<file path="config.mk">
export PLATFORM = sky130hd
export DESIGN_NAME = ptc_calib
export DESIGN_NICKNAME = d
export VERILOG_FILES = /design/src/design/ptc_pkg.sv /design/src/design/ptc_calib.sv
export SDC_FILE = /design/constraint.sdc
export NUM_CORES = 1
export LEC_CHECK = 0
export ABC_AREA = 1
export BUFFER_PORTS_ARGS = -buffer_cell sky130_fd_sc_hd__buf_2
export CORE_MARGIN = 2
export CORE_UTILIZATION = 25
export DETAILED_ROUTE_END_ITERATION = 10
export HOLD_SLACK_MARGIN = 0.06
export PLACE_DENSITY = 0.53
export SLEW_MARGIN = 5
export SYNTH_ARGS = -nofsm -noshare
export SYNTH_HDL_FRONTEND = slang
export SYNTH_SLANG_ARGS = --single-unit
</file>
<file path="constraint.sdc">
create_clock -name clk_i -period 0.98 [get_ports clk_i]
set_input_delay 0.147 -clock clk_i [delete_from_list [all_inputs] [get_ports clk_i]]
set_output_delay 0.147 -clock clk_i [all_outputs]
set_load 0.05 [all_outputs]
</file>
<file path="src/design/ptc_pkg.sv">
`timescale 1ns / 1ps
// ----------------------------------------------------------------------------
// ptc_pkg
// Shared types, constants and helpers of the pressure/temperature
// compensation pipeline.
// ----------------------------------------------------------------------------
package ptc_pkg;

  localparam int unsigned CALIB_WORDS = 11;
  localparam int unsigned CAL_IDX_W   = 4;
  localparam int unsigned CFG_IDX_W   = 1;
  localparam int unsigned CFG_DATA_W  = 16;

  // calibration word positions
  localparam int unsigned CAL_AC1 = 0;
  localparam int unsigned CAL_AC2 = 1;
  localparam int unsigned CAL_AC3 = 2;
  localparam int unsigned CAL_AC4 = 3;
  localparam int unsigned CAL_AC5 = 4;
  localparam int unsigned CAL_AC6 = 5;
  localparam int unsigned CAL_B1  = 6;
  localparam int unsigned CAL_B2  = 7;
  localparam int unsigned CAL_MB  = 8;
  localparam int unsigned CAL_MC  = 9;
  localparam int unsigned CAL_MD  = 10;

  typedef enum logic [CFG_IDX_W-1:0] {
    CFG_OSS = 1'b0,
    CFG_ALT = 1'b1
  } cfg_idx_e;

  typedef enum logic {
    CMD_LOAD    = 1'b0,
    CMD_CONVERT = 1'b1
  } cmd_e;

  typedef enum logic [1:0] {
    ST_OK   = 2'd0,
    ST_CAL  = 2'd1,
    ST_DIV0 = 2'd2
  } status_e;

  typedef logic [CALIB_WORDS-1:0][15:0] calib_t;

  // one conversion in flight, with its intermediate values
  typedef struct packed {
    logic        vld;
    logic        inval;
    logic        dz;
    logic        neg;
    logic [15:0] ut;
    logic [31:0] up;
    calib_t      cal;
    logic [31:0] m1;
    logic [31:0] x1;
    logic [31:0] dv;
    logic [31:0] b5;
    logic [31:0] t;
    logic [31:0] b6;
    logic [31:0] sqm;
    logic [31:0] ma2;
    logic [31:0] ma3;
    logic [31:0] sq;
    logic [31:0] x2a;
    logic [31:0] x1c;
    logic [31:0] mb1;
    logic [31:0] mb2;
    logic [31:0] x3;
    logic [31:0] x3c;
    logic [31:0] b3;
    logic [31:0] x3b;
    logic [31:0] b4m;
    logic [31:0] b4;
    logic [31:0] b7;
    logic [31:0] p;
    logic [31:0] pq;
    logic [31:0] mp;
    logic [31:0] qq;
    logic [31:0] x2p;
    logic [31:0] x1m;
    logic [31:0] p2;
  } item_t;

  localparam int unsigned ITEM_W = $bits(item_t);

  localparam logic [31:0] T_OFS      = 32'd4000;
  localparam logic [31:0] P_C1       = 32'd3038;
  localparam logic [31:0] P_C2       = 32'hFFFF_E343;  // -7357
  localparam logic [31:0] P_C3       = 32'd3791;
  localparam logic [31:0] B7_BASE    = 32'd50000;
  localparam logic [31:0] B4_OFS     = 32'd32768;
  // reciprocal of 83 for 17-bit values, scaled by 2^22
  localparam logic [15:0] RECIP_83   = 16'd50534;
  localparam int unsigned RECIP_SH   = 22;

  function automatic logic [31:0] sx16(input logic [15:0] w);
    return {{16{w[15]}}, w};
  endfunction

  // signed divide by 2^k, truncating toward zero
  function automatic logic [31:0] sdiv_p2(input logic [31:0] a, input int unsigned k);
    logic [31:0] bias;
    logic [31:0] sum;
    bias = a[31] ? ((32'd1 << k) - 32'd1) : 32'd0;
    sum  = a + bias;
    return 32'($signed(sum) >>> k);
  endfunction

endpackage

</file>
<file path="src/design/ptc_calib.sv">
`timescale 1ns / 1ps
// ----------------------------------------------------------------------------
// ptc_calib
// Calibration word table with write port and validity check.
// ----------------------------------------------------------------------------
module ptc_calib (
  input  logic                             clk_i,
  input  logic                             rst_ni,
  input  logic                             we_i,
  input  logic [ptc_pkg::CAL_IDX_W-1:0]    idx_i,
  input  logic [15:0]                      word_i,
  output ptc_pkg::calib_t                  cal_o,
  output logic                             inval_o
);
  import ptc_pkg::*;

  calib_t tbl_q;

  always_ff @(posedge clk_i or negedge rst_ni) begin
    if (!rst_ni) begin
      tbl_q <= '0;
    end else if (we_i && (idx_i < CAL_IDX_W'(CALIB_WORDS))) begin
      tbl_q[idx_i] <= word_i;
    end
  end

  // all-zero or all-one words mark an unprogrammed device
  always_comb begin
    inval_o = 1'b0;
    for (int i = 0; i < CALIB_WORDS; i++) begin
      if (tbl_q[i] == 16'h0000 || tbl_q[i] == 16'hFFFF) begin
        inval_o = 1'b1;
      end
    end
  end

  assign cal_o = tbl_q;

endmodule

</file>
After elaboration in Yosys (flattened, before gate mapping)
Cells that the tools add are included.
{"block": "word_totals", "register_bits": 176, "latch_bits": 0, "mem_bits_rw": 0, "romBits": 0, "in_bits": 23, "word_cells": 63, "mem_count": 0}
{"block": "classes", "add_sub_neg": 0, "mul": 0, "div": 0, "magnitude_cmp": 3, "eq_ne": 11, "shifts": 0, "muxes": 14, "n_bitwise": 0, "reduce_logical": 24}
{"op": "bitwise mux 176 bit", "count": 1}
{"op": "== test 16 bit (second input constant)", "count": 11}
{"op": "zero test 16 bit", "count": 11}
{"op": "demux 16 bit (select 4 bit)", "count": 1}
{"op": "2-to-1 mux 16 bit", "count": 1}
{"op": "logical OR 1 bit", "count": 11}
{"op": "2-to-1 mux 1 bit", "count": 11}
{"op": "less-than comparator 4 x 5 -> 1 bit (second input constant)", "count": 1}
{"op": ">= comparator 4 x 1 -> 1 bit (second input constant)", "count": 1}
{"op": "less-than comparator 4 bit (second input constant)", "count": 1}
{"op": "logical AND 1 bit", "count": 2}

Longest topological paths before layout
Gate-level depths: netlist (run 1).
{"block": "logic_depth", "word_depth": 13, "depth_mapped": 10, "mapped_depth_nobuf": 10}

Least setup slack after synthesis (run 1)
No wires, ideal clock.
{"block": "synth_path", "path_kind": "reg2out", "startpoint": "register tbl_q (netlist bit cal_o[113])", "endpoint": "output inval_o", "t_arrival_ns": 1.508, "required_ns": 0.833, "slack_ns": -0.675, "stages_incl_launch_ff": 9, "cell_sequence": "dfrtp_1 > nand2_1 > nor2_1 > nand2_1 > nor2_1 > nor2_1 > nand2_1 > nor2_1 > nand3_1"}
{"block": "synth_between", "elab_chain_len": 6, "word_cells_on_any_way": 7, "cone_classes": "eq/ne (1); mux (4); reduce/logical (2)"}
{"element": "start, declared", "line_no": "ptc_calib.sv:17", "source": "calib_t tbl_q;"}
{"element": "start signal, assigned by index", "line_no": "ptc_calib.sv:23", "source": "tbl_q[idx_i] <= word_i;"}
{"element": "== test 16 bit or zero test 16 bit (tied branches)", "line_no": "ptc_calib.sv:31", "source": "if (tbl_q[i] == 16'h0000 || tbl_q[i] == 16'hFFFF) begin"}
{"element": "logical OR 1 bit *", "line_no": "ptc_calib.sv:31"}
{"element": "2-to-1 mux 1 bit * (4 in series)", "line_no": "ptc_calib.sv:31"}
{"element": "end, declared", "line_no": "ptc_calib.sv:13", "source": "output logic inval_o"}
Mark *: on every way between the ends. The rest lies on a longest branch, timed or not.

Worst setup path after layout (run 1)
{"block": "layout_path", "startpoint": "register tbl_q (netlist bit cal_o[138])", "endpoint": "output inval_o"}
{"block": "layout_between", "elab_chain_len": 5, "word_cells_on_any_way": 6, "cone_classes": "eq/ne (1); mux (3); reduce/logical (2)"}
{"element": "== test 16 bit or zero test 16 bit (tied branches)", "line_no": "ptc_calib.sv:31"}
{"element": "logical OR 1 bit *", "line_no": "ptc_calib.sv:31"}
{"element": "2-to-1 mux 1 bit * (3 in series)", "line_no": "ptc_calib.sv:31"}
Marked as above.

==> insert_results.sql, run 1 <==
INSERT INTO impl_metrics (metric_group, metric, value, unit) VALUES
('worst_setup_path', 'timing.critical_path.from_type', 'flip-flop', ''),
('synthesis', 'postSynthCellCount', '955', ''),
('synthesis', 'combinational_family_with_the_most_area_after_synthesis', 'simple AND/OR/NAND/NOR gates', ''),
('power_and_ir_drop', 'totalPowerFinal', '37.4', 'mW'),
('floorplan', 'area_of_the_placeable_core', '0.0299', 'mm²'),
('synthesis', 'dominant_cell_by_count_in_the_synthesized_netlist', 'sky130_fd_sc_hd__nand2_1', ''),
('finish', 'layoutNonFillerInstCount', '1800', ''),
('grt', 'globalRouteTotalUtil', '19.5', '%'),
('route', 'postRouteWirelength', '30.9', 'mm'),
('grt', 'grt_max_degree', '50', ''),
('outcome', 'run_status', 'finished with violations', ''),
('placement', 'post-dp-hpwl', '20.1', 'mm'),
('route', 'ant_nets', '0', ''),
('synthesis', 'synth.largest_area_cell', 'sky130_fd_sc_hd__dfrtp_1', ''),
('route', 'firstDrtPassIters', '5', ''),
('grt', 'global_route_wire_length_before_repair', '46.0', 'mm'),
('floorplan', 'design.die.area', '0.0319', 'mm²'),
('grt', 'grt_pass1_vias', '7918', ''),
('floorplan', 'initial_core_util', '25.5', '%'),
('grt', 'leftover_overflow_at_the_end_of_global_routing', '0', ''),
('route', 'post_drt_wl_per_cell', '17.2', 'µm'),
('synthesis', 'synth_flop_cell', 'sky130_fd_sc_hd__dfrtp_1', ''),
('placement', 'buffer_ports.inserted', '199', ''),
('finish', 'utilization', '49.8', '%'),
('grt', 'number_of_antenna_violations_at_the_first_check_in_global_routing', '0', ''),
('synthesis', 'yosys.area_share.simple', '26.3', '%'),
('worst_setup_path', 'critical_path_peak_fanout', '3', ''),
('placement', 'globalplace.congestion', '0.786', ''),
('clock_tree', 'htree_levels', '4', ''),
('synthesis', 'number_of_different_library_cells_in_the_post_synthesis_netlist', '12', ''),
('synthesis', 'muxShareOfSynthArea', '0', '%'),
('sta', 'setup_tns', '-53390', 'ps'),
('placement', 'pre_cts_ws', '-667', 'ps'),
('finish', 'layout-drive-gt1-share', '51.1', '%'),
('power_and_ir_drop', 'worst_ir_drop_vdd', '1520', 'µV'),
('synthesis', 'post_synth_instance_area', '0.00763', 'mm²'),
('clock_tree', 'clock_slew_at_the_register_clock_pins_of_the_worst_setup_and_hold_paths', '70', 'ps'),
('synthesis', 'top_area_cell_type_share_of_the_netlist_area', '57.8', '%'),
('sta', 'setup_viol', '188', ''),
('outcome', 'violations', 'setup timing', ''),
('sta', 'finalClockSkew', '0', 'ps'),
('synthesis', 'yosysWarnings', '0', ''),
('finish', 'nets', '1421', ''),
('synthesis', 'seq_area_frac_synth', '57.8', '%'),
('route', 'drc', '0', ''),
('floorplan', 'number_of_top_level_pins', '200', ''),
('clock_tree', 'cts_made_buffers', '17', ''),
('synthesis', 'synth-compound-area-share', '11.8', '%'),
('sta', 'worst_slew_pin_slew', '285', 'ps'),
('worst_setup_path', 'worstPathArrival', '1820', 'ps'),
('synthesis', 'synth.top_cells.by_count', 'sky130_fd_sc_hd__nand2_1 (335), sky130_fd_sc_hd__dfrtp_1 (176), sky130_fd_sc_hd__o21ai_0 (175)', ''),
('route', 'vias', '8018', ''),
('power_and_ir_drop', 'leakagePower', '6.80', 'nW'),
('worst_setup_path', 'crit_type', 'reg2out', ''),
('sta', 'final.min_clock_period', '1970', 'ps'),
('placement', 'placed_cells_incl_taps', '1712', ''),
('sta', 'post-route-worst-setup-slack', '-986', 'ps'),
('sta', 'period_share', '201', '%'),
('synthesis', 'synth_seq_cells', '176', ''),
('floorplan', 'die-width', '179', 'µm'),
('sta', 'max_freq', '0.509', 'GHz'),
('sta', 'timing.slew.headroom', '81.0', '%'),
('synthesis', 'ys_async_sr_fraction', '100', '%'),
('finish', 'diodes', '0', ''),
('clock_tree', 'clock_tree.buffer_depth', '2', ''),
('worst_setup_path', 'timing.critical_path.to_type', 'output pin', ''),
('worst_setup_path', 'worst_ep_required_time', '830', 'ps'),
('route', 'drtIter0Drc', '445', ''),
('power_and_ir_drop', 'p_per_area', '2510', 'mW/mm²'),
('route', 'avgViaCountPerCell', '4.45', ''),
('clock_tree', 'cts.root.buffer_cell', 'sky130_fd_sc_hd__clkbuf_16', '');
-- kinds of logic after synthesis --
logic type | after synthesis
AO/OA/AOI/OAI | 178
buffers and inverters | 80
flip-flops | 176
AND/OR/NAND/NOR | 521
-- metrics by stage --
| step | cell area (µm²) | hold slack [ps] |
|---|---|---|
| floorplan | 8050 | -149 |
| finish | 14900 | 145 |
| CTS | 14400 | 135 |
| global placement | 11200 | 37.5 |
| global route | 14900 | 149 |
| detailed placement | 11200 | 38.3 |
-- cell type report --
cell class | instances | area, µm²
clock buffers | 20 | 467
flip-flops and latches | 176 | 4620
multi-input cells | 699 | 3060
clock inverters | 11 | 129
fillers | 2709 | 15000
inverters | 31 | 119
well taps | 390 | 488
repair buffers | 473 | 5990
-- where the power goes --
part           internal [mW]  switching, mW  leakage [nW]
logic                   9.34           10.3          4.49
clock network           3.98           3.06         0.290
registers               9.12           1.54          2.02
total                   22.4           14.9          6.80
-- final timing paths --
kind | start | endpoint | slack (ps) | cells past startpoint
max | cal_o[138]$_DFFE_PN0P_ | inval_o | -990 | 10
min | rst_ni | cal_o[52]$_DFFE_PN0P_ | 150 | 2
max reg2reg | cal_o[114]$_DFFE_PN0P_ | cal_o[114]$_DFFE_PN0P_ | -40 | 5
min reg2reg | cal_o[118]$_DFFE_PN0P_ | cal_o[118]$_DFFE_PN0P_ | 520 | 2
max in group asynchronous | rst_ni | cal_o[16]$_DFFE_PN0P_ | 240 | 3
min in group clk_i | word_i[13] | cal_o[77]$_DFFE_PN0P_ | 160 | 4
-- cells in the final DEF (no fill, tap or decap) --
cell type | synthesis | final
sky130_fd_sc_hd__a21oi_4 | 1 | 1
sky130_fd_sc_hd__buf_12 | 0 | 39
sky130_fd_sc_hd__buf_2 | 12 | 21
sky130_fd_sc_hd__buf_4 | 0 | 47
sky130_fd_sc_hd__buf_6 | 0 | 202
sky130_fd_sc_hd__buf_8 | 0 | 161
sky130_fd_sc_hd__bufinv_16 | 0 | 2
sky130_fd_sc_hd__clkbuf_16 | 0 | 19
sky130_fd_sc_hd__clkbuf_8 | 0 | 3
sky130_fd_sc_hd__clkinv_2 | 0 | 2
sky130_fd_sc_hd__clkinv_4 | 0 | 1
sky130_fd_sc_hd__clkinvlp_4 | 0 | 2
sky130_fd_sc_hd__dfrtp_2 | 0 | 176
sky130_fd_sc_hd__dlygate4sd3_1 | 0 | 1
sky130_fd_sc_hd__inv_1 | 31 | 28
sky130_fd_sc_hd__inv_2 | 0 | 2
sky130_fd_sc_hd__inv_4 | 0 | 1
sky130_fd_sc_hd__inv_6 | 0 | 4
sky130_fd_sc_hd__nand2_1 | 335 | 322
sky130_fd_sc_hd__nand2_2 | 0 | 10
sky130_fd_sc_hd__nand2_4 | 0 | 2
sky130_fd_sc_hd__nand2_8 | 0 | 1
sky130_fd_sc_hd__nand3_2 | 0 | 1
sky130_fd_sc_hd__nand3_4 | 0 | 1
sky130_fd_sc_hd__nand4_1 | 17 | 17
sky130_fd_sc_hd__nor2_1 | 164 | 143
sky130_fd_sc_hd__nor2_2 | 0 | 17
sky130_fd_sc_hd__nor2_4 | 0 | 4
sky130_fd_sc_hd__nor3_1 | 3 | 2
sky130_fd_sc_hd__nor3_2 | 0 | 1
sky130_fd_sc_hd__o21ai_0 | 175 | 42
sky130_fd_sc_hd__o21ai_1 | 2 | 134
sky130_fd_sc_hd__o21ai_2 | 0 | 1
-- critical path: stages, from the launching register on --
cell,delay (ps)
sky130_fd_sc_hd__dfrtp_2,420
sky130_fd_sc_hd__nor2_1,120
sky130_fd_sc_hd__nand2_1,90
sky130_fd_sc_hd__nor2_2,130
sky130_fd_sc_hd__nand2_2,100
sky130_fd_sc_hd__nand2_2,90
sky130_fd_sc_hd__inv_1,60
sky130_fd_sc_hd__nand2_2,70
sky130_fd_sc_hd__nor2_2,50
sky130_fd_sc_hd__nand3_4,110
sky130_fd_sc_hd__buf_12,140
-- what timing repair did --
action | CTS | global route
gates cloned | 0 | 2
buffers inserted | 67 | 72
hold endpoints to repair | 176 | 0
gates resized for setup | 684 | 125
pin swaps | 23 | 20
hold buffers | 1 | 0
setup endpoints to repair | 177 | 229
-- layer usage --
layer / vias up / track usage (%) / share of wire (%)
li1: 3958 / - / -
met1: 3826 / 26.3 / 46
met2: 205 / 32.3 / 49
met3: 29 / 3.22 / 4.1
met4: 0 / 5.59 / 1.5
met5: - / 0 / 0
Power figures use the tool's default switching activity.
==> run 2: changes to the inputs <==
--- a/config.mk
+++ b/config.mk
@@ -7,11 +7,12 @@
 export LEC_CHECK = 0
 export ABC_AREA = 1
 export BUFFER_PORTS_ARGS = -buffer_cell sky130_fd_sc_hd__buf_2
-export CORE_MARGIN = 2
+export CORE_MARGIN = 10
 export CORE_UTILIZATION = 25
 export DETAILED_ROUTE_END_ITERATION = 10
 export HOLD_SLACK_MARGIN = 0.06
-export PLACE_DENSITY = 0.53
+export PLACE_DENSITY = 0.52
+export SETUP_SLACK_MARGIN = 0.5
 export SLEW_MARGIN = 5
 export SYNTH_ARGS = -nofsm -noshare
 export SYNTH_HDL_FRONTEND = slang
==> constraint.sdc (replaced) <==
create_clock -name clk_i -period 2.2 [get_ports clk_i]
set_input_delay 0.33 -clock clk_i [delete_from_list [all_inputs] [get_ports clk_i]]
set_output_delay 0.33 -clock clk_i [all_outputs]
set_load 0.05 [all_outputs]
==> run 2 against run 1 <==
The flow now finishes without violations; via count shrank 12%; global-route usage is 4.2 points lower; cell count down 12%; critical path type unchanged; critical endpoint unchanged; count of clock-buffer cells in the layout shrank 1; non-clock buffer count decreased by 226; utilization down 16 points; register-to-register slack improved by 1400 ps; total power fell by 66%; design area shrank 33%; worst hold slack improved by 260 ps; combinational power fell by 75%; die area rose by 19%.
==> insert_results.sql, run 2 (synthesized netlist as in run 1, its figures left out) <==
INSERT INTO impl_metrics (metric_group, metric, value, unit) VALUES
('finish', 'layout-drive-gt1-share', '27.8', '%'),
('worst_setup_path', 'regToRegSetupSlack', '1310', 'ps'),
('finish', 'num-fill-cells', '3223', ''),
('sta', 'setup_tns', '0', 'ps'),
('clock_tree', 'cts_tree', 'done', ''),
('worst_setup_path', 'critical_path_peak_fanout', '4', ''),
('finish', 'largest_reg_flops', '176', ''),
('grt', 'global_route_wire_length_before_repair', '44.0', 'mm'),
('sta', 'report.final.hold_viol_count', '0', ''),
('job', 'drv.max_cap_violation_count', '0', ''),
('finish', 'multiInputGateArea', '0.00299', 'mm²'),
('floorplan', 'design.die.area', '0.0379', 'mm²'),
('clock_tree', 'later_pin_clock_latency_in_the_skew_report', '420', 'ps'),
('sta', 'period_share', '93.4', '%'),
('sta', 'setup_viol', '0', ''),
('grt', 'grt_pass1_vias', '6712', ''),
('worst_setup_path', 'worstPathArrival', '1730', 'ps'),
('worst_setup_path', 'timing.critical_path.to_type', 'output pin', ''),
('worst_setup_path', 'rr_endpoint', 'cal_o[80]$_DFFE_PN0P_', ''),
('worst_setup_path', 'worstSetupPathDepth', '10', ''),
('finish', 'layoutNonFillerInstCount', '1577', ''),
('finish', 'final_common_cell', 'sky130_fd_sc_hd__nand2_1', ''),
('finish', 'mostFrequentLayoutCells', 'sky130_fd_sc_hd__nand2_1 (328), sky130_fd_sc_hd__buf_2 (197), sky130_fd_sc_hd__o21ai_0 (174), sky130_fd_sc_hd__nor2_1 (151), sky130_fd_sc_hd__dfrtp_1 (149)', ''),
('grt', 'grt_max_degree', '62', ''),
('finish', 'utilization', '33.5', '%'),
('worst_setup_path', 'worst_ep_required_time', '1870', 'ps'),
('floorplan', 'number_of_top_level_pins', '200', ''),
('floorplan', 'die-width', '195', 'µm'),
('sta', 'grt_setup_unrepaired', 'true', ''),
('sta', 'timing.slew.headroom', '54.4', '%'),
('floorplan', 'die_h', '195', 'µm'),
('grt', 'number_of_antenna_violations_at_the_first_check_in_global_routing', '1', ''),
('route', 'post_drt_wl_per_cell', '18.7', 'µm'),
('outcome', 'run_status', 'finished clean', ''),
('route', 'ant_nets', '0', ''),
('sta', 'final_max_slew_viol_count', '0', ''),
('placement', 'placed_cells_incl_taps', '1530', ''),
('worst_setup_path', 'crit_path_top_delay_cell', 'sky130_fd_sc_hd__dfrtp_1', ''),
('worst_setup_path', 'worst_reg_to_reg_cells', '4', ''),
('route', 'avgViaCountPerCell', '4.45', ''),
('grt', 'globalRouteTotalUtil', '15.3', '%'),
('grt', 'leftover_overflow_at_the_end_of_global_routing', '0', ''),
('sta', 'max_freq', '0.487', 'GHz'),
('power_and_ir_drop', 'leakagePower', '5.00', 'nW'),
('min_path', 'hold_path_class', 'in2reg', ''),
('power_and_ir_drop', 'worst_ir_drop_vdd', '557', 'µV'),
('clock_tree', 'cts.root.buffer_cell', 'sky130_fd_sc_hd__clkbuf_16', ''),
('worst_setup_path', 'worst_setup_path_startpoint', 'cal_o[131]$_DFFE_PN0P_', ''),
('route', 'postRouteWirelength', '29.5', 'mm'),
('clock_tree', 'clock_slew_at_the_register_clock_pins_of_the_worst_setup_and_hold_paths', '80', 'ps'),
('worst_setup_path', 'cp_slowest_stage_delay', '410', 'ps'),
('power_and_ir_drop', 'p_per_area', '1260', 'mW/mm²'),
('placement', 'placement.cell_area', '0.00926', 'mm²'),
('clock_tree', 'clock_tree.buffer_depth', '2', ''),
('route', 'drtIter0Drc', '478', ''),
('floorplan', 'initial_core_util', '25.5', '%'),
('worst_setup_path', 'critical_path.reg2reg.startpoint', 'cal_o[80]$_DFFE_PN0P_', ''),
('sta', 'finalClockSkew', '0', 'ps'),
('worst_setup_path', 'critical_path.most_common_cell', 'sky130_fd_sc_hd__nand2_2', ''),
('clock_tree', 'cts_made_buffers', '17', ''),
('clock_tree', 'htree_levels', '4', ''),
('sta', 'worst_slew_pin_slew', '683', 'ps'),
('worst_setup_path', 'path_delay_family', 'simple AND/OR/NAND/NOR gates', ''),
('worst_setup_path', 'crit_type', 'reg2out', ''),
('finish', 'nets', '1195', ''),
('finish', 'area_delta_synth_final', '31.4', '%'),
('floorplan', 'area_of_the_placeable_core', '0.0299', 'mm²'),
('route', 'firstDrtPassIters', '5', ''),
('floorplan', 'placement_rows', '63', ''),
('placement', 'post-dp-hpwl', '20.3', 'mm'),
('route', 'drc', '0', ''),
('sta', 'final.min_clock_period', '2060', 'ps'),
('finish', 'sequential_cell_area', '0.00444', 'mm²'),
('worst_setup_path', 'timing.critical_path.from_type', 'flip-flop', ''),
('clock_tree', 'numClockSinks', '176', ''),
('placement', 'globalplace.congestion', '0.779', ''),
('route', 'vias', '7017', ''),
('worst_setup_path', 'cp_capture_point', 'inval_o', ''),
('placement', 'buffer_ports.inserted', '199', ''),
('finish', 'postLayoutCellArea', '0.0100', 'mm²'),
('worst_setup_path', 'critical_path.cell_chain', 'nor2_1 > nand2_1 > nor2_2 > nand2_2 > nand2_2 > inv_2 > nand2_2 > nor2_2 > nand3_2 > buf_8', ''),
('worst_setup_path', 'worstPathBufferInverterCount', '2', '');
[run 2: how the worst min path moves through the flow]
stage               start                endpoint  slack, ps  depth (start not counted)
2_1_floorplan      rst_ni    cal_o[0]$_DFFE_PN0P_         30                          0
4_1_cts        word_i[10]  cal_o[154]$_DFFE_PN0P_        400                          4
3_3_place_gp       rst_ni  cal_o[150]$_DFFE_PN0P_        380                          1
3_5_place_dp       rst_ni  cal_o[150]$_DFFE_PN0P_        380                          1
6_report       word_i[14]   cal_o[30]$_DFFE_PN0P_        400                          4
5_1_grt         word_i[3]   cal_o[19]$_DFFE_PN0P_        400                          4
[run 2: final cells by class]
| class | count | area share (%) |
|---|---|---|
| Tap cell | 390 | 4.87 |
| Clock inverter | 13 | 1.29 |
| Multi-Input combinational cell | 699 | 29.8 |
| Inverter | 31 | 1.16 |
| Timing Repair Buffer | 247 | 14.1 |
| Clock buffer | 19 | 4.42 |
| Antenna cell | 2 | 0.0500 |
| Sequential cell | 176 | 44.3 |
[run 2: through the flow]
stage | setup slack (ps) | hold slack (ps) | power (mW)
after floorplan | 500 | 34.4 | 8.08
after global placement | 323 | 382 | 9.51
after detailed placement | 326 | 380 | 9.56
after CTS | 61.6 | 399 | 12.7
after global routing | 5.83 | 402 | 13.3
final | 145 | 401 | 12.6
[run 2: routing by layer]
| metal | track usage, % | vias to the layer above | wire length, µm |
|---|---|---|---|
| met5 | 0 | - | 7 |
| met4 | 3.29 | 2 | 272 |
| met3 | 4.15 | 14 | 1640 |
| met2 | 24.6 | 152 | 14000 |
| met1 | 20.1 | 3370 | 13600 |
| li1 | - | 3479 | - |
[run 2: timing repair]
action	in CTS	in global routing
setup endpoints to repair	1	1
setup buffers	1	11
hold endpoints to repair	52	0
gates resized for setup	13	18
hold buffers	1	0
pin swaps	1	11
[run 2: worst reg2reg max path: stages (launching register included)]
cell                      delay, ps
sky130_fd_sc_hd__dfrtp_1        400
sky130_fd_sc_hd__buf_4          140
sky130_fd_sc_hd__buf_4          120
sky130_fd_sc_hd__nand2_1         50
sky130_fd_sc_hd__o21ai_0         70
[run 2: where the power goes]
part / leakage (nW) / internal (mW) / switching [mW]
clock: 0.275 / 1.62 / 1.44
combinational: 2.51 / 1.12 / 3.76
sequential: 2.22 / 3.95 / 0.734
